## src/rtl/plr_pkg.sv

```systemverilog
// Shared types and constants of the priority label reduction block.
package plr_pkg;

   localparam logic [7:0] NO_LAYER = 8'hFF;
   localparam logic [7:0] TABLE_RESET = 8'hFF;
   localparam logic [4:0] DEC_MAX = 5'd16;
   localparam int CX_W = 10;
   localparam int COORD_W = 12;
   localparam int XY_W = 7;

   typedef enum logic [1:0] {
      CMD_PIXEL    = 2'd0,
      CMD_PRIORITY = 2'd1,
      CMD_LABEL    = 2'd2,
      CMD_QUERY    = 2'd3
   } cmd_type;

   typedef enum logic [1:0] {
      CSR_DECIMATION = 2'd0,
      CSR_BOX_RADIUS = 2'd1,
      CSR_WIDTH      = 2'd2,
      CSR_HEIGHT     = 2'd3
   } csr_index_type;

   typedef enum logic [3:0] {
      ST_IDLE,
      ST_SETUP,
      ST_CENTRE,
      ST_CWAIT,
      ST_WIN,
      ST_DRAIN,
      ST_MWAIT,
      ST_DONE
   } state_type;

   typedef struct packed {
      logic [4:0] dec;
      logic [3:0] rad;
      logic [6:0] w;
      logic [6:0] h;
   } cfg_type;

   typedef struct packed {
      logic       en;
      logic [7:0] index;
      logic [7:0] data;
   } tbl_wr_type;

endpackage

```

## src/rtl/plr_table.sv

```systemverilog
// 256-entry lookup table with valid bits; unwritten entries read as 255.
module plr_table (
   input  logic                clock,
   input  logic                reset,
   input  plr_pkg::tbl_wr_type wr,
   input  logic [7:0]          rd_addr,
   output logic [7:0]          rd_data
);

   logic [7:0] mem [256];
   logic [255:0] vld_ff;
   logic [7:0] rd_data_ff;
   logic       rd_vld_ff;

   always_ff @(posedge clock) begin
      if (reset) begin
         vld_ff    <= '0;
         rd_vld_ff <= 1'b0;
      end else begin
         if (wr.en) begin
            vld_ff[wr.index] <= 1'b1;
         end
         rd_vld_ff <= vld_ff[rd_addr];
      end
   end

   always_ff @(posedge clock) begin
      if (wr.en) begin
         mem[wr.index] <= wr.data;
      end
      rd_data_ff <= mem[rd_addr];
   end

   assign rd_data = rd_vld_ff ? rd_data_ff : plr_pkg::TABLE_RESET;

endmodule

```

## config.mk

```make
export PLATFORM = sky130hd
export DESIGN_NAME = plr_table
export DESIGN_NICKNAME = d
export VERILOG_FILES = /design/src/rtl/plr_pkg.sv /design/src/rtl/plr_table.sv
export SDC_FILE = /design/constraint.sdc
export NUM_CORES = 2
export LEC_CHECK = 0
export BUFFER_PORTS_ARGS = -buffer_cell sky130_fd_sc_hd__clkbuf_2
export CAP_MARGIN = 40
export CORE_MARGIN = 1.5
export CORE_UTILIZATION = 30
export DETAILED_ROUTE_END_ITERATION = 8
export GPL_TIMING_DRIVEN = 0
export PLACE_DENSITY = 0.53
export SYNTH_ARGS = -nofsm -noshare
export SYNTH_HDL_FRONTEND = slang
export SYNTH_SLANG_ARGS = --single-unit
```

## constraint.sdc

```tcl
create_clock -name clock -period 3.5 [get_ports clock]
set_clock_uncertainty 0.05 [all_clocks]
set_input_delay 0.525 -clock clock [delete_from_list [all_inputs] [get_ports clock]]
set_output_delay 0.525 -clock clock [all_outputs]
set_load 0.02 [all_outputs]
```

==> flow_summary.ini <==
[grt]
track_usage_pct = 18.1
grt_first_pass_wirelength_um = 378000
grt_pass1_vias = 46650
grt-ovfl-total = 0
antenna_found_initial = 29
grt_max_degree = 146

[finish]
fin_area_um2 = 105000
fillers = 27012
instances_no_fill = 9123
drive_gt1_share_pct = 30.5
area_delta_synth_final_pct = 18.8
nets = 5007

[setup_path]
crit_path_end_kind = flop
cp-start-kind = input pin
worstPathMaxFanout = 10
regToRegStartpoint = mem[143][7]
crit_start = rd_addr[4]
crit_arrival_ns = 4.56
required_ns = 4.29
crit_type = in2reg

[place]
placed_cell_area_um2 = 97400
port_buffers = 25
hpwl_um = 193000
gp_congestion = 0.976
dp.cells = 8655

[routing]
ant_nets = 0
dr.pass1.iters = 7
drt_iter0_markers = 6291
wl_um = 275000
route.detailed.drc = 0
avgRoutedWirePerCell_um = 30.2
vias = 47686
vias_per_cell = 5.23

[yosys]
syn_avg_cell_area_um2 = 20.3
yosysSeqAreaShare_pct = 75.3
synthCells = 4364
synth_flop_cell = edfxtp_1
synth_edf_count = 2048
synth_top_cells_by_count = 2,048 x edfxtp_1, 723 x nor2_1, 657 x mux4_2, 265 x dfxtp_1, 125 x clkbuf_1
synthesis.area_um2 = 88700
yosysMostFrequentCell = edfxtp_1
syn-num-nets = 4391
ys_types = 47
synth_top_area_cell = edfxtp_1
synth_top_area_share_pct = 69.3
synth_area_leaders = edfxtp_1 69%, mux4_2 17%, dfxtp_1 6.0%
ys_async_sr_fraction_pct = 0
ys_warn_count = 0
synth_seq_cells = 2313

[die]
dieArea_um2 = 299000
rows = 199
io_pins = 35
start_util_pct = 30.2
die_w_um = 547
chipHeight_um = 547
design.core.area_um2 = 294000

[sta]
layout_min_cycle_time_ns = 3.77
tightest_slew_ns = 1.02
rsz0062_at_grt = no
finalSetupViolations = 6
hold_violations = 0
fin_ws_ns = -0.274
fin_crit_sh_pct = 108
fmax_mhz = 265
final-max-slew-violation-count = 0
slew_headroom_pct = 31.7

[outcome]
status = complete, but fails checks
violations = setup timing

[clock_tree]
clkLatencyLatePin_ns = 0.90
cts-root-buf = clkbuf_16
tritoncts = done
cts_made_buffers = 236
clk_pin_slew_ns = 0.06
htree_levels = 4
clock_sinks = 2313
max-clock-path-buffers = 3

[hold_path]
hold_path_startpoint = wr[3]
hp-class = in2reg

[pwr]
power.total_uw = 58600
power.density_nw_per_um2 = 556
irDropWorstVdd_mv = 0.453
leakagePower_uw = 0.0333

[job]
drv_cap = 0
==> per-stage QoR <==
stage          setup slack [ns]  setup TNS (ns)  hold WS, ns  util, %
2_1_floorplan             0.751               0        0.382        -
3_3_place_gp              -2.30        -4087.80        0.394     31.9
3_5_place_dp              -1.28           -9.52        0.404     33.1
4_1_cts                  0.0101               0       0.0401     35.8
5_1_grt                 0.00469               0       0.0782     35.8
6_report                 -0.274          -0.724       0.0715     35.8
==> path summary, 6_finish.rpt <==
check	end	cells after the start	slack [ns]
max reg2reg	rd_data_ff[7]	6	0.52
min reg2reg	vld_ff[74]	2	0.42
max	rd_data_ff[7]	9	-0.27
min	mem[30][3]	1	0.07
==> layout by cell type, fill, tap and decap left out, types with 9 or more instances in the layout <==
cell type	count
clkbuf_16	241
mux2_2	50
buf_4	197
clkbuf_1	164
mux2i_1	49
edfxtp_1	2048
clkbuf_8	28
nor2b_1	11
clkinv_2	38
nand4_1	15
nand2b_1	10
nand2_1	47
o221ai_1	11
buf_2	70
and4b_1	9
o22ai_1	73
clkinv_1	49
nor4_1	17
buf_8	44
buf_16	15
buf_6	119
o21ai_0	9
mux4_2	657
nor2_1	717
diode_2	20
buf_1	20
nand3_1	33
o21ba_2	29
clkbuf_2	25
bufinv_16	20
dfxtp_1	265
a21oi_1	11
==> power by group <==
part	switching [µW]	internal, µW	leakage [µW]	total [µW]
Sequential	19.5	30100	0.0205	30100
Clock	10900	14500	0.00384	25400
Combinational	1970	1110	0.00892	3070
Total	12900	45700	0.0333	58600
==> worst max-delay path: stages <==
cell and delay (ns):
clkbuf_2 0.12, clkbuf_1 0.74, clkbuf_1 0.83, nor2_1 0.16
nand3_1 0.50, o22ai_1 0.46, nor4_1 0.66, buf_2 0.32
and4b_1 0.21
==> layout make-up <==
| class | count | area [µm²] | area share, % |
|---|---|---|---|
| Multi-Input combinational cell | 1800 | 20700 | 19.6 |
| Antenna cell | 20 | 50.0 | 0.0475 |
| Clock inverter | 133 | 1350 | 1.28 |
| Clock buffer | 309 | 6490 | 6.16 |
| Tap cell | 3919 | 4900 | 4.65 |
| Timing Repair Buffer | 379 | 3800 | 3.61 |
| Sequential cell | 2313 | 66800 | 63.4 |
| Buffer | 246 | 1300 | 1.24 |
| Inverter | 4 | 15.0 | 0.0142 |
==> metal layers <==
layer  GRT usage [%]  up-vias  routed length (µm)
li1                -    19027                   -
met2            28.3     2343              129000
met5               0        -                  44
met4            8.74        6               13100
met1            24.4    25737              112000
met3            3.41      573               21800
==> flip-flops by register name, indices dropped and copies added (netlist names) <==
name and count:
mem 2048, rd_data_ff 8, rd_vld_ff 1, vld_ff 256
==> kinds of logic after synthesis <==
| kind of cell | Yosys count | share of synthesized area (%) |
|---|---|---|
| flops | 2313 | 75.3 |
| simple gates | 881 | 4.04 |
| mux | 756 | 17.9 |
| buf+inv | 251 | 1.48 |
| compound gates | 163 | 1.33 |
==> what timing repair did <==
item,4_1_cts,5_1_grt
pin swaps,1,1
endpoints found under the setup margin,7,4
endpoints found under the hold margin,38,3
setup buffers,0,1
hold buffers,3,1
gates resized for setup,3,5
cloned,0,0
No activity file was read; power rests on OpenSTA's default activity.
