===== src/rtl/plr_pkg.sv =====
// Shared types and constants of the priority label reduction block.
package plr_pkg;

   localparam logic [7:0] NO_LAYER = 8'hFF;
   localparam logic [7:0] TABLE_RESET = 8'hFF;
   localparam logic [4:0] DEC_MAX = 5'd16;
   localparam int CX_W = 10;
   localparam int COORD_W = 12;
   localparam int XY_W = 7;

   typedef enum logic [1:0] {
      CMD_PIXEL    = 2'd0,
      CMD_PRIORITY = 2'd1,
      CMD_LABEL    = 2'd2,
      CMD_QUERY    = 2'd3
   } cmd_type;

   typedef enum logic [1:0] {
      CSR_DECIMATION = 2'd0,
      CSR_BOX_RADIUS = 2'd1,
      CSR_WIDTH      = 2'd2,
      CSR_HEIGHT     = 2'd3
   } csr_index_type;

   typedef enum logic [3:0] {
      ST_IDLE,
      ST_SETUP,
      ST_CENTRE,
      ST_CWAIT,
      ST_WIN,
      ST_DRAIN,
      ST_MWAIT,
      ST_DONE
   } state_type;

   typedef struct packed {
      logic [4:0] dec;
      logic [3:0] rad;
      logic [6:0] w;
      logic [6:0] h;
   } cfg_type;

   typedef struct packed {
      logic       en;
      logic [7:0] index;
      logic [7:0] data;
   } tbl_wr_type;

endpackage


===== src/rtl/plr_seq.sv =====
// Query sequencer: window walk, shared clamp and address unit, priority reduction.
module plr_seq #(
   parameter int MAX_WIDTH = 64,
   parameter int ADDR_W    = 12
) (
   input  logic                 clock,
   input  logic                 reset,
   input  logic                 req_valid,
   output logic                 req_ready,
   input  logic [1:0]           req_command,
   input  logic [5:0]           req_col,
   input  logic [5:0]           req_row,
   input  plr_pkg::cfg_type     cfg,
   input  logic [7:0]           cap,
   output logic [ADDR_W-1:0]    frame_rd_addr,
   input  logic [7:0]           frame_q,
   input  logic [7:0]           prio_q,
   output logic [7:0]           lop_rd_addr,
   input  logic [7:0]           lop_q,
   output logic                 rsp_valid,
   input  logic                 rsp_ready,
   output logic [7:0]           rsp_label,
   output logic                 rsp_valid_res
);

   plr_pkg::state_type state_ff, state_in;
   logic [5:0]  col_ff, col_in, row_ff, row_in;
   logic [plr_pkg::CX_W-1:0] cx_ff, cx_in, cy_ff, cy_in;
   logic signed [4:0] dx_ff, dx_in, dy_ff, dy_in;
   logic [7:0]  centre_ff, centre_in;
   logic [7:0]  acc_ff, acc_in;
   logic        diff_ff, diff_in;
   logic        b_v_ff, b_v_in, c_v_ff, c_v_in, c_ne_ff, c_ne_in;
   logic        le_ff, le_in;
   logic [7:0]  res_label_ff, res_label_in;
   logic        res_vres_ff, res_vres_in;
   logic        rsp_valid_ff, rsp_valid_in;
   logic [7:0]  rsp_label_ff, rsp_label_in;
   logic        rsp_vres_ff, rsp_vres_in;

   logic [10:0] prod_x, prod_y;
   logic signed [4:0] rad_s, neg_rad, off_x, off_y;
   logic signed [plr_pkg::COORD_W-1:0] xs, ys, wm1_s, hm1_s;
   logic [plr_pkg::XY_W-1:0] xc, yc;
   logic [7:0]  fin;
   logic        outside;

   assign prod_x  = {5'd0, col_ff} * {6'd0, cfg.dec};
   assign prod_y  = {5'd0, row_ff} * {6'd0, cfg.dec};
   assign rad_s   = {1'b0, cfg.rad};
   assign neg_rad = 5'(5'sd0 - rad_s);
   assign outside = ({1'b0, cx_ff} + {6'd0, cfg.dec} > {4'd0, cfg.w})
                 || ({1'b0, cy_ff} + {6'd0, cfg.dec} > {4'd0, cfg.h});

   // shared clamp and address unit
   assign xs    = $signed({2'b00, cx_ff}) + {{(plr_pkg::COORD_W-5){off_x[4]}}, off_x};
   assign ys    = $signed({2'b00, cy_ff}) + {{(plr_pkg::COORD_W-5){off_y[4]}}, off_y};
   assign wm1_s = $signed({5'd0, 7'(cfg.w - 7'd1)});
   assign hm1_s = $signed({5'd0, 7'(cfg.h - 7'd1)});

   always_comb begin
      if (xs < 0) begin
         xc = '0;
      end else if (xs > wm1_s) begin
         xc = wm1_s[plr_pkg::XY_W-1:0];
      end else begin
         xc = xs[plr_pkg::XY_W-1:0];
      end
      if (ys < 0) begin
         yc = '0;
      end else if (ys > hm1_s) begin
         yc = hm1_s[plr_pkg::XY_W-1:0];
      end else begin
         yc = ys[plr_pkg::XY_W-1:0];
      end
   end

   assign frame_rd_addr = ADDR_W'(32'(yc) * MAX_WIDTH + 32'(xc));
   assign fin           = (diff_ff && (cap < acc_ff)) ? cap : acc_ff;
   assign lop_rd_addr   = fin;
   assign req_ready     = (state_ff == plr_pkg::ST_IDLE) && !reset;

   always_ff @(posedge clock) begin
      if (reset) begin
         state_ff     <= plr_pkg::ST_IDLE;
         b_v_ff       <= 1'b0;
         c_v_ff       <= 1'b0;
         rsp_valid_ff <= 1'b0;
      end else begin
         state_ff     <= state_in;
         b_v_ff       <= b_v_in;
         c_v_ff       <= c_v_in;
         rsp_valid_ff <= rsp_valid_in;
      end
   end

   always_ff @(posedge clock) begin
      col_ff       <= col_in;
      row_ff       <= row_in;
      cx_ff        <= cx_in;
      cy_ff        <= cy_in;
      dx_ff        <= dx_in;
      dy_ff        <= dy_in;
      centre_ff    <= centre_in;
      acc_ff       <= acc_in;
      diff_ff      <= diff_in;
      c_ne_ff      <= c_ne_in;
      le_ff        <= le_in;
      res_label_ff <= res_label_in;
      res_vres_ff  <= res_vres_in;
      rsp_label_ff <= rsp_label_in;
      rsp_vres_ff  <= rsp_vres_in;
   end

   always_comb begin
      state_in     = state_ff;
      col_in       = col_ff;
      row_in       = row_ff;
      cx_in        = cx_ff;
      cy_in        = cy_ff;
      dx_in        = dx_ff;
      dy_in        = dy_ff;
      centre_in    = centre_ff;
      b_v_in       = 1'b0;
      c_v_in       = b_v_ff;
      c_ne_in      = (frame_q != centre_ff);
      acc_in       = (c_v_ff && (prio_q < acc_ff)) ? prio_q : acc_ff;
      diff_in      = diff_ff | (c_v_ff & c_ne_ff);
      le_in        = le_ff;
      res_label_in = res_label_ff;
      res_vres_in  = res_vres_ff;
      rsp_valid_in = rsp_valid_ff && !rsp_ready;
      rsp_label_in = rsp_label_ff;
      rsp_vres_in  = rsp_vres_ff;
      off_x        = '0;
      off_y        = '0;
      unique case (state_ff)
         plr_pkg::ST_IDLE: begin
            if (req_valid && req_ready && (req_command == plr_pkg::CMD_QUERY)) begin
               col_in   = req_col;
               row_in   = req_row;
               state_in = plr_pkg::ST_SETUP;
            end
         end
         plr_pkg::ST_SETUP: begin
            cx_in    = prod_x[plr_pkg::CX_W-1:0];
            cy_in    = prod_y[plr_pkg::CX_W-1:0];
            state_in = plr_pkg::ST_CENTRE;
         end
         plr_pkg::ST_CENTRE: begin
            if (outside) begin
               res_label_in = '0;
               res_vres_in  = 1'b0;
               state_in     = plr_pkg::ST_DONE;
            end else begin
               dx_in    = neg_rad;
               dy_in    = neg_rad;
               state_in = plr_pkg::ST_CWAIT;
            end
         end
         plr_pkg::ST_CWAIT: begin
            centre_in = frame_q;
            acc_in    = plr_pkg::TABLE_RESET;
            diff_in   = 1'b0;
            if ((cfg.dec == 5'd1) && (cfg.rad == 4'd0)) begin
               res_label_in = frame_q;
               res_vres_in  = 1'b1;
               state_in     = plr_pkg::ST_DONE;
            end else begin
               state_in = plr_pkg::ST_WIN;
            end
         end
         plr_pkg::ST_WIN: begin
            off_x  = dx_ff;
            off_y  = dy_ff;
            b_v_in = 1'b1;
            if (dy_ff == rad_s) begin
               dy_in = neg_rad;
               dx_in = 5'(dx_ff + 5'sd1);
               if (dx_ff == rad_s) begin
                  state_in = plr_pkg::ST_DRAIN;
               end
            end else begin
               dy_in = 5'(dy_ff + 5'sd1);
            end
         end
         plr_pkg::ST_DRAIN: begin
            if (!b_v_ff && !c_v_ff) begin
               le_in    = (fin <= cap);
               state_in = plr_pkg::ST_MWAIT;
            end
         end
         plr_pkg::ST_MWAIT: begin
            res_label_in = le_ff ? lop_q : centre_ff;
            res_vres_in  = 1'b1;
            state_in     = plr_pkg::ST_DONE;
         end
         plr_pkg::ST_DONE: begin
            if (!rsp_valid_ff || rsp_ready) begin
               rsp_valid_in = 1'b1;
               rsp_label_in = res_label_ff;
               rsp_vres_in  = res_vres_ff;
               state_in     = plr_pkg::ST_IDLE;
            end
         end
         default: begin
            state_in = plr_pkg::ST_IDLE;
         end
      endcase
   end

   assign rsp_valid     = rsp_valid_ff;
   assign rsp_label     = rsp_label_ff;
   assign rsp_valid_res = rsp_vres_ff;

endmodule


===== config.mk =====
export PLATFORM = sky130hd
export DESIGN_NAME = plr_seq
export DESIGN_NICKNAME = d
export VERILOG_FILES = /design/src/rtl/plr_pkg.sv /design/src/rtl/plr_seq.sv
export SDC_FILE = /design/constraint.sdc
export NUM_CORES = 1
export LEC_CHECK = 0
export ABC_CLOCK_PERIOD_IN_PS = 5000
export BUFFER_PORTS_ARGS = -buffer_cell sky130_fd_sc_hd__buf_4
export CAP_MARGIN = 30
export CELL_PAD_IN_SITES_DETAIL_PLACEMENT = 1
export CELL_PAD_IN_SITES_GLOBAL_PLACEMENT = 2
export CORE_AREA = 4 4 163 165
export DETAILED_ROUTE_END_ITERATION = 7
export DIE_AREA = 0 0 167 169
export PLACE_DENSITY_LB_ADDON = 0.1
export RECOVER_POWER = 25
export SYNTH_ARGS = -nofsm -noshare
export SYNTH_HDL_FRONTEND = slang
export SYNTH_SLANG_ARGS = --single-unit

===== constraint.sdc =====
create_clock -name clock -period 5 [get_ports clock]
set_input_delay 0.75 -clock clock [delete_from_list [all_inputs] [get_ports clock]]
set_output_delay 0.75 -clock clock [all_outputs]
set_load 0.005 [all_outputs]

==> parameters.txt, run 1 <==
Parameter                              Value

Worst setup path
  Startpoint class of the critical path ... register
  CP endpoint kind ... primary output
  Worst Path Class, Setup ... reg2out
  Worst path required time ... 4.25 ns
  Slowest stage cell, crit path ... sky130_fd_sc_hd__fa_2
  Max Fanout on Critical Path ... 4
  Slowest Stage Delay on Critical Path ... 0.36 ns
  Register-to-Register Path Depth ... 13
  Critical Path AT ... 4.93 ns
  Worst path cell trace ... nor3b_4 -> buf_6 -> and2_4 -> ha_4 -> fa_2 -> a21o_1 -> a21oi_2 -> xnor2_2 -> ha_1 -> a21o_1 -> a2111oi_4 -> o211ai_1 -> nor4_1 -> o31a_1 -> nor2_2 -> a211oi_2 -> ha_4 -> and3_4 -> nand3_2 -> xnor2_1 -> mux2i_1 -> nor2_1 -> buf_4

Timing
  Final Critical Period ... 5.68 ns
  Final setup violation count ... 6
  Count of final max-slew check failures ... 0
  Setup clock skew after layout ... 0.0131 ns
  Final worst-path cycle share ... 1.14
  Final Hold Viols ... 0
  Least setup slack across all paths after layout ... -0.678 ns
  Slew at the pin with the worst max-slew slack ... 1.06 ns
  Max_slew headroom ... 0.294
  RSZ-0062 raised after global routing ... true
  Fmax ... 176 MHz

Synth
  Number of distinct library cells after synthesis ... 65
  Sequential-to-total area share from yosys stat ... 0.284
  Leading cell types by total area after synthesis ... sky130_fd_sc_hd__edfxtp_1 (25%), sky130_fd_sc_hd__ha_1 (19%), sky130_fd_sc_hd__fa_1 (6.2%)
  Proportion of synthesized flip-flops having asynchronous set or reset ... 0
  Mean area per synthesized cell ... 9.45 um2
  Seq cells post-synth ... 85
  Cell area after technology mapping ... 8430 um2
  Dominant synthesized flop cell ... sky130_fd_sc_hd__edfxtp_1
  Synth warn ... 0
  Area share of the largest cell type after synthesis ... 0.246
  Number of flops mapped to enable cells by yosys ... 69
  Most numerous cell in the Yosys netlist ... sky130_fd_sc_hd__ha_1
  Leading cell types by count after synthesis ... sky130_fd_sc_hd__ha_1 (125), sky130_fd_sc_hd__inv_1 (90), sky130_fd_sc_hd__nand2_1 (79), sky130_fd_sc_hd__edfxtp_1 (69), sky130_fd_sc_hd__xnor2_1 (57)
  Number of nets produced by synthesis ... 1116
  Cell taking the most area after synthesis ... sky130_fd_sc_hd__edfxtp_1
  Number of instances in the synthesized netlist ... 892

Clocking
  Maximum buffer depth of the clock tree ... 2
  Number of H-tree levels ... 3
  Cts-stage hold buffer count ... 0
  Latest clock arrival within the worst-skew pair ... 0.36 ns
  TritonCTS clock tree ... yes
  CTS buffer count ... 9
  CTS clk-pin slew, worst paths ... 0.07 ns
  CTS root buffer ... sky130_fd_sc_hd__clkbuf_16
  Clock sink count ... 85

Die
  Total Die Area ... 28200 um2
  Placeable core area ... 25000 um2
  Die outline width ... 167 um
  Height of the die ... 169 um
  I/O pin total ... 104
  FP Rows ... 58
  Starting density of the core ... 0.337

Placement
  Final weighted congestion in routability-driven placement ... 0.820
  HPWL reported at the end of detailed placement ... 18300 um
  I/O Buffers ... 103
  Pre-CTS WS ... -0.196 ns

Global route
  Global-route usage over all layers ... 0.159
  Vias in the first global route ... 7209
  Antenna violations before repair ... 0
  Overall overflow remaining after global route ... 0
  Global-route wire length before repair ... 36500 um
  Largest net degree at the start of global routing ... 21

Outcome
  Failing checks ... setup timing
  Run status ... complete, but fails checks

Layout
  Area growth from synthesis to layout ... 27.2%
  Share of the core filled with cells in the final layout ... 0.428
  Fraction of layout instances using a drive strength above 1 ... 0.231
  Antenna cell count ... 0
  Final #Nets ... 1297

Drt
  WL final ... 22400 um
  Ratio of routed vias to standard cells ... 4.88
  DRC violation total after the first TritonRoute iteration ... 207
  Initial DRT Pass Iterations ... 4
  Remaining DRCs ... 0
  Total number of vias ... 6867
  Routed wirelength normalized by instance count ... 15.9 um
  Number of nets with antenna violations after routing ... 0

Power and ir drop
  Worst supply voltage drop on vdd ... 0.209 mV
  Power density relative to cell area ... 470 nW/um2
  Leakage ... 4.95 nW
  Pwr Total ... 5.04 mW

Worst hold path
  Cells on Worst Hold Path ... 0
  Min-delay worst type ... reg2reg

Run
  Max-cap violations ... 0
-- critical path, delay by kind of cell, from the launching register on --
kind                       cells  cell delay [ns]
adders and majority gates      4             1.05
xor gates and xnor gates       2             0.23
and+or+nand+nor                7             1.04
AOI/OAI and AO/OA              7             1.53
muxes                          1             0.14
DFF                            1             0.32
buffers and inverters          2             0.26
-- worst paths after layout --
kind              startpoint                end  slack, ns
min          res_label_ff[3]       rsp_label[3]       0.42
min reg2reg  res_label_ff[3]       rsp_label[3]       0.42
max reg2reg         cx_ff[0]    res_label_ff[5]       1.03
max              state_ff[2]  frame_rd_addr[11]      -0.68
-- sequential cells by signal, summed over array words and instances (netlist names), 3 cells and up --
name,cells
row_ff,6
centre_ff,8
acc_ff,8
res_label_ff,8
dy_ff,5
state_ff,3
dx_ff,5
cx_ff,10
col_ff,6
cy_ff,10
rsp_label,8
-- cell usage in the layout, fill, tap and decap left out, types with 14 or more instances in the layout --
| master | n |
|---|---|
| sky130_fd_sc_hd__o21ai_1 | 14 |
| sky130_fd_sc_hd__nor2_1 | 32 |
| sky130_fd_sc_hd__a21o_1 | 22 |
| sky130_fd_sc_hd__ha_1 | 119 |
| sky130_fd_sc_hd__nand3_1 | 23 |
| sky130_fd_sc_hd__fa_1 | 24 |
| sky130_fd_sc_hd__nand2_1 | 79 |
| sky130_fd_sc_hd__inv_1 | 90 |
| sky130_fd_sc_hd__nand2b_1 | 18 |
| sky130_fd_sc_hd__xor2_1 | 24 |
| sky130_fd_sc_hd__nor3_1 | 15 |
| sky130_fd_sc_hd__mux2i_1 | 29 |
| sky130_fd_sc_hd__buf_4 | 156 |
| sky130_fd_sc_hd__xnor2_1 | 53 |
| sky130_fd_sc_hd__a21oi_1 | 33 |
| sky130_fd_sc_hd__edfxtp_1 | 69 |
| sky130_fd_sc_hd__o21ai_0 | 29 |
| sky130_fd_sc_hd__and2_1 | 33 |
-- final cells by class --
class	instances	area, um2
clock buffer	9	225
clock inverter	7	80.1
multi-input combinational	696	5870
fill	2917	14300
inverter	93	350
tap	330	413
sequential	85	2400
timing repair buffer	188	1390
-- metal layers --
layer,vias up,routed length [um],GRT usage
li1,3501,-,-
met1,3254,10600,0.210
met2,94,10800,0.275
met3,18,730,0.0222
met4,0,322,0.0398
met5,-,0,0
-- logic make-up (layout without fill, tap and decap cells) --
kind of cell / Yosys count / after routing / share of synthesized area
simple gates: 258 / 258 / 0.156
fa+ha+maj: 151 / 151 / 0.247
flops: 85 / 85 / 0.284
mux: 35 / 35 / 0.0423
buf+inv: 111 / 297 / 0.0503
compound gates: 170 / 170 / 0.135
xor+xnor: 82 / 82 / 0.0852
-- repair_timing --
item | 4_1_cts | 5_1_grt
setup endpoints to repair | 6 | 12
pin swaps | 7 | 19
gates resized for setup | 20 | 23
buffers inserted | 24 | 7
-- power breakdown --
group / internal, mW / switching (mW)
clock network: 0.394 / 0.300
registers: 0.972 / 0.136
logic: 1.65 / 1.59
total: 3.01 / 2.03
-- per-stage QoR --
| stage | cell area (um2) | std cells | setup TNS (ns) | hold slack [ns] |
|---|---|---|---|---|
| 4_1_cts | 10600 | 1401 | -1.59 | 0.423 |
| 6_report | 10700 | 1408 | -2.66 | 0.420 |
| 3_3_place_gp | 10000 | 1360 | -0.287 | 0.402 |
| 5_1_grt | 10700 | 1408 | -3.83 | 0.429 |
| 3_5_place_dp | 10000 | 1361 | -0.507 | 0.406 |
| 2_1_floorplan | 8520 | 892 | -0.0318 | 0.400 |
Note: power is estimated with default switching activity, not from simulation.
==> inputs of run 2 (changes only) <==
--- a/config.mk
+++ b/config.mk
@@ -13,6 +13,7 @@
 export CORE_AREA = 4 4 163 165
 export DETAILED_ROUTE_END_ITERATION = 7
 export DIE_AREA = 0 0 167 169
+export MAX_ROUTING_LAYER = met4
 export PLACE_DENSITY_LB_ADDON = 0.1
 export RECOVER_POWER = 25
 export SYNTH_ARGS = -nofsm -noshare
==> run 2 against run 1 <==
The run still ends with setup timing left. Critical path depth unchanged. Combinational power about the same. Global-route usage up 0.48 points. Final cell count unchanged. Sequential cell count unchanged. Power about the same. Sequential power about the same. First-iteration DRC count down 5.8%. Routed wire length down 0.17%. Setup slack better by 0.023 ns.
==> parameters.txt, run 2 (synthesis gave the netlist of run 1 again) <==
Parameter                              Value

Timing
  Final setup violation count ... 6 (unchanged)
  Count of final max-slew check failures ... 0 (unchanged)
  Setup clock skew after layout ... 0.0141 ns (+0.000945 ns)
  Least setup slack across all paths after layout ... -0.655 ns (+0.0228 ns)
  Slew at the pin with the worst max-slew slack ... 1.07 ns (+0.00823 ns)
  Final worst-path cycle share ... 1.13 (-0.00456)
  Setup Total Neg Slack ... -2.53 ns (+0.137 ns)
  Final Critical Period ... 5.66 ns (-0.0228 ns)
  RSZ-0062 raised after global routing ... true
  Fmax ... 177 MHz (+0.40%)
  Final Hold Viols ... 0 (unchanged)
  Max_slew headroom ... 0.289 (-0.00549)

Layout
  Total area of multi-input combinational cells ... 5870 um2 (unchanged)
  Flip-flop and latch area ... 2400 um2 (unchanged)
  Leading cell types in the layout, fill and taps excluded ... sky130_fd_sc_hd__buf_4 (156), sky130_fd_sc_hd__ha_1 (119), sky130_fd_sc_hd__inv_1 (90), sky130_fd_sc_hd__nand2_1 (79), sky130_fd_sc_hd__edfxtp_1 (69)
  Commonest non-fill, non-tap cell in the layout ... sky130_fd_sc_hd__buf_4
  Fraction of layout instances using a drive strength above 1 ... 0.231 (unchanged)
  Antenna cell count ... 0 (unchanged)
  Count of filler cells inserted in the layout ... 2917 (unchanged)
  Final #Nets ... 1297 (unchanged)
  Registers with the most flip-flops ... cx_ff (10), cy_ff (10)
  Area growth from synthesis to layout ... 27.2% (unchanged)

Placement
  I/O Buffers ... 103 (unchanged)
  Final weighted congestion in routability-driven placement ... 0.832 (+1.5%)
  HPWL reported at the end of detailed placement ... 18300 um (unchanged)
  Pre-CTS WS ... -0.196 ns (unchanged)

Drt
  Number of nets with antenna violations after routing ... 0 (unchanged)
  Routed wirelength normalized by instance count ... 15.9 um (-0.17%)
  DRC violation total after the first TritonRoute iteration ... 195 (-5.8%)
  Total number of vias ... 6862 (-0.073%)
  Ratio of routed vias to standard cells ... 4.87 (about the same)
  Initial DRT Pass Iterations ... 5 (+1)
  Remaining DRCs ... 0 (unchanged)
  WL final ... 22400 um (-0.17%)

Global route
  Vias in the first global route ... 7218 (+0.12%)
  Global-route usage over all layers ... 0.164 (+0.00480)
  Busiest layer in global routing ... met2
  Largest net degree at the start of global routing ... 21 (unchanged)
  GR Layer Usage met3 ... 0.0229 (+0.000701)
  Met1 layer usage reported by global route ... 0.212 (+0.00175)
  Overall overflow remaining after global route ... 0 (unchanged)
  Met2 track demand over resource ... 0.275 (unchanged)
  Antenna violations before repair ... 0 (unchanged)
  Global-route wire length before repair ... 36500 um (unchanged)

Clocking
  Maximum buffer depth of the clock tree ... 2 (unchanged)
  Number of H-tree levels ... 3 (unchanged)
  CTS root buffer ... sky130_fd_sc_hd__clkbuf_16
  Latest clock arrival within the worst-skew pair ... 0.36 ns (about the same)
  Clock sink count ... 85 (unchanged)
  CTS clk-pin slew, worst paths ... 0.07 ns (about the same)
  Cts-stage hold buffer count ... 0 (unchanged)
  CTS buffer count ... 9 (unchanged)
  TritonCTS clock tree ... yes

Worst setup path
  Worst Path Class, Setup ... reg2out
  Max Fanout on Critical Path ... 4 (unchanged)
  Startpoint class of the critical path ... register
  Worst path required time ... 4.25 ns (about the same)
  Critical Path AT ... 4.91 ns (-0.02 ns)
  CP endpoint kind ... primary output

Power and ir drop
  Leakage ... 4.95 nW (about the same)
  Worst supply voltage drop on vdd ... 0.209 mV (about the same)
  Power density relative to cell area ... 470 nW/um2 (about the same)
  Pwr Total ... 5.04 mW (about the same)

Die
  Height of the die ... 169 um (unchanged)
  Die outline width ... 167 um (unchanged)
  I/O pin total ... 104 (unchanged)
  Placeable core area ... 25000 um2 (unchanged)
  FP Rows ... 58 (unchanged)
  Starting density of the core ... 0.337 (unchanged)
  Total Die Area ... 28200 um2 (unchanged)

Outcome
  Failing checks ... setup timing
  Run status ... complete, but fails checks

Run
  Max-cap violations ... 0 (unchanged)

Worst hold path
  Min-delay worst type ... reg2reg
==> run 2: cell counts in the layout (fill, tap and decap cells not counted) <==
No cell type changed its count.
==> run 2: repair_timing <==
action / 4_1_cts / 5_1_grt
endpoints found under the setup margin: 6 / 12
gates cloned: 0 / 0
setup buffers: 24 / 7
pin swaps: 7 / 18
gates resized for setup: 20 / 23
==> run 2: worst max-delay path, cell delays in order (launching register included) <==
cell	delay, ns
sky130_fd_sc_hd__dfxtp_2	0.32
sky130_fd_sc_hd__nor3b_4	0.16
sky130_fd_sc_hd__buf_6	0.12
sky130_fd_sc_hd__and2_4	0.15
sky130_fd_sc_hd__ha_4	0.17
sky130_fd_sc_hd__fa_2	0.36
sky130_fd_sc_hd__a21o_1	0.18
sky130_fd_sc_hd__a21oi_2	0.18
sky130_fd_sc_hd__xnor2_2	0.10
sky130_fd_sc_hd__ha_1	0.31
sky130_fd_sc_hd__a21o_1	0.21
sky130_fd_sc_hd__a2111oi_4	0.32
sky130_fd_sc_hd__o211ai_1	0.13
sky130_fd_sc_hd__nor4_1	0.32
sky130_fd_sc_hd__o31a_1	0.23
sky130_fd_sc_hd__nor2_2	0.05
sky130_fd_sc_hd__a211oi_2	0.27
sky130_fd_sc_hd__ha_4	0.21
sky130_fd_sc_hd__and3_4	0.21
sky130_fd_sc_hd__nand3_2	0.09
sky130_fd_sc_hd__xnor2_1	0.13
sky130_fd_sc_hd__mux2i_1	0.14
sky130_fd_sc_hd__nor2_1	0.05
sky130_fd_sc_hd__buf_4	0.14
==> run 2: power breakdown <==
group | internal (mW) | switching (mW)
combinational | 1.65 | 1.59
sequential | 0.972 | 0.136
clock | 0.394 | 0.302
==> run 2: layout make-up <==
class / count / area share
repair buffers: 188 / 0.130
multi-input cells: 696 / 0.547
inverters: 93 / 0.0327
flip-flops and latches: 85 / 0.223
clock buffers: 9 / 0.0210
clock inverters: 7 / 0.00747
well taps: 330 / 0.0385
==> run 2: path summary, 6_finish.rpt <==
path / slack (ns) / startpoint / end / depth (start not counted)
hold reg to reg: 0.42 / res_label_ff[3] / rsp_label[3] / 0
hold / removal: 0.42 / res_label_ff[3] / rsp_label[3] / 0
setup / recovery: -0.66 / state_ff[2] / frame_rd_addr[11] / 23
setup reg to reg: 1.05 / cx_ff[0] / res_label_ff[7] / 13
==> run 2: per-layer routing <==
| layer | wire length (um) | part of all wire | vias up |
|---|---|---|---|
| li1 | - | - | 3500 |
| met3 | 644 | 0.029 | 18 |
| met2 | 10800 | 0.48 | 96 |
| met1 | 10700 | 0.48 | 3248 |
| met4 | 301 | 0.013 | 0 |
| met5 | 0 | 0 | - |
==> run 2: metrics by stage <==
stage / std cells / instance area, um2 / hold WS (ns) / utilization
finish: 1408 / 10700 / 0.420 / 0.428
global route: 1408 / 10700 / 0.428 / 0.428
CTS: 1401 / 10600 / 0.423 / 0.424
detailed placement: 1361 / 10000 / 0.406 / 0.401
global placement: 1360 / 10000 / 0.402 / 0.400
floorplan: 892 / 8520 / 0.400 / -
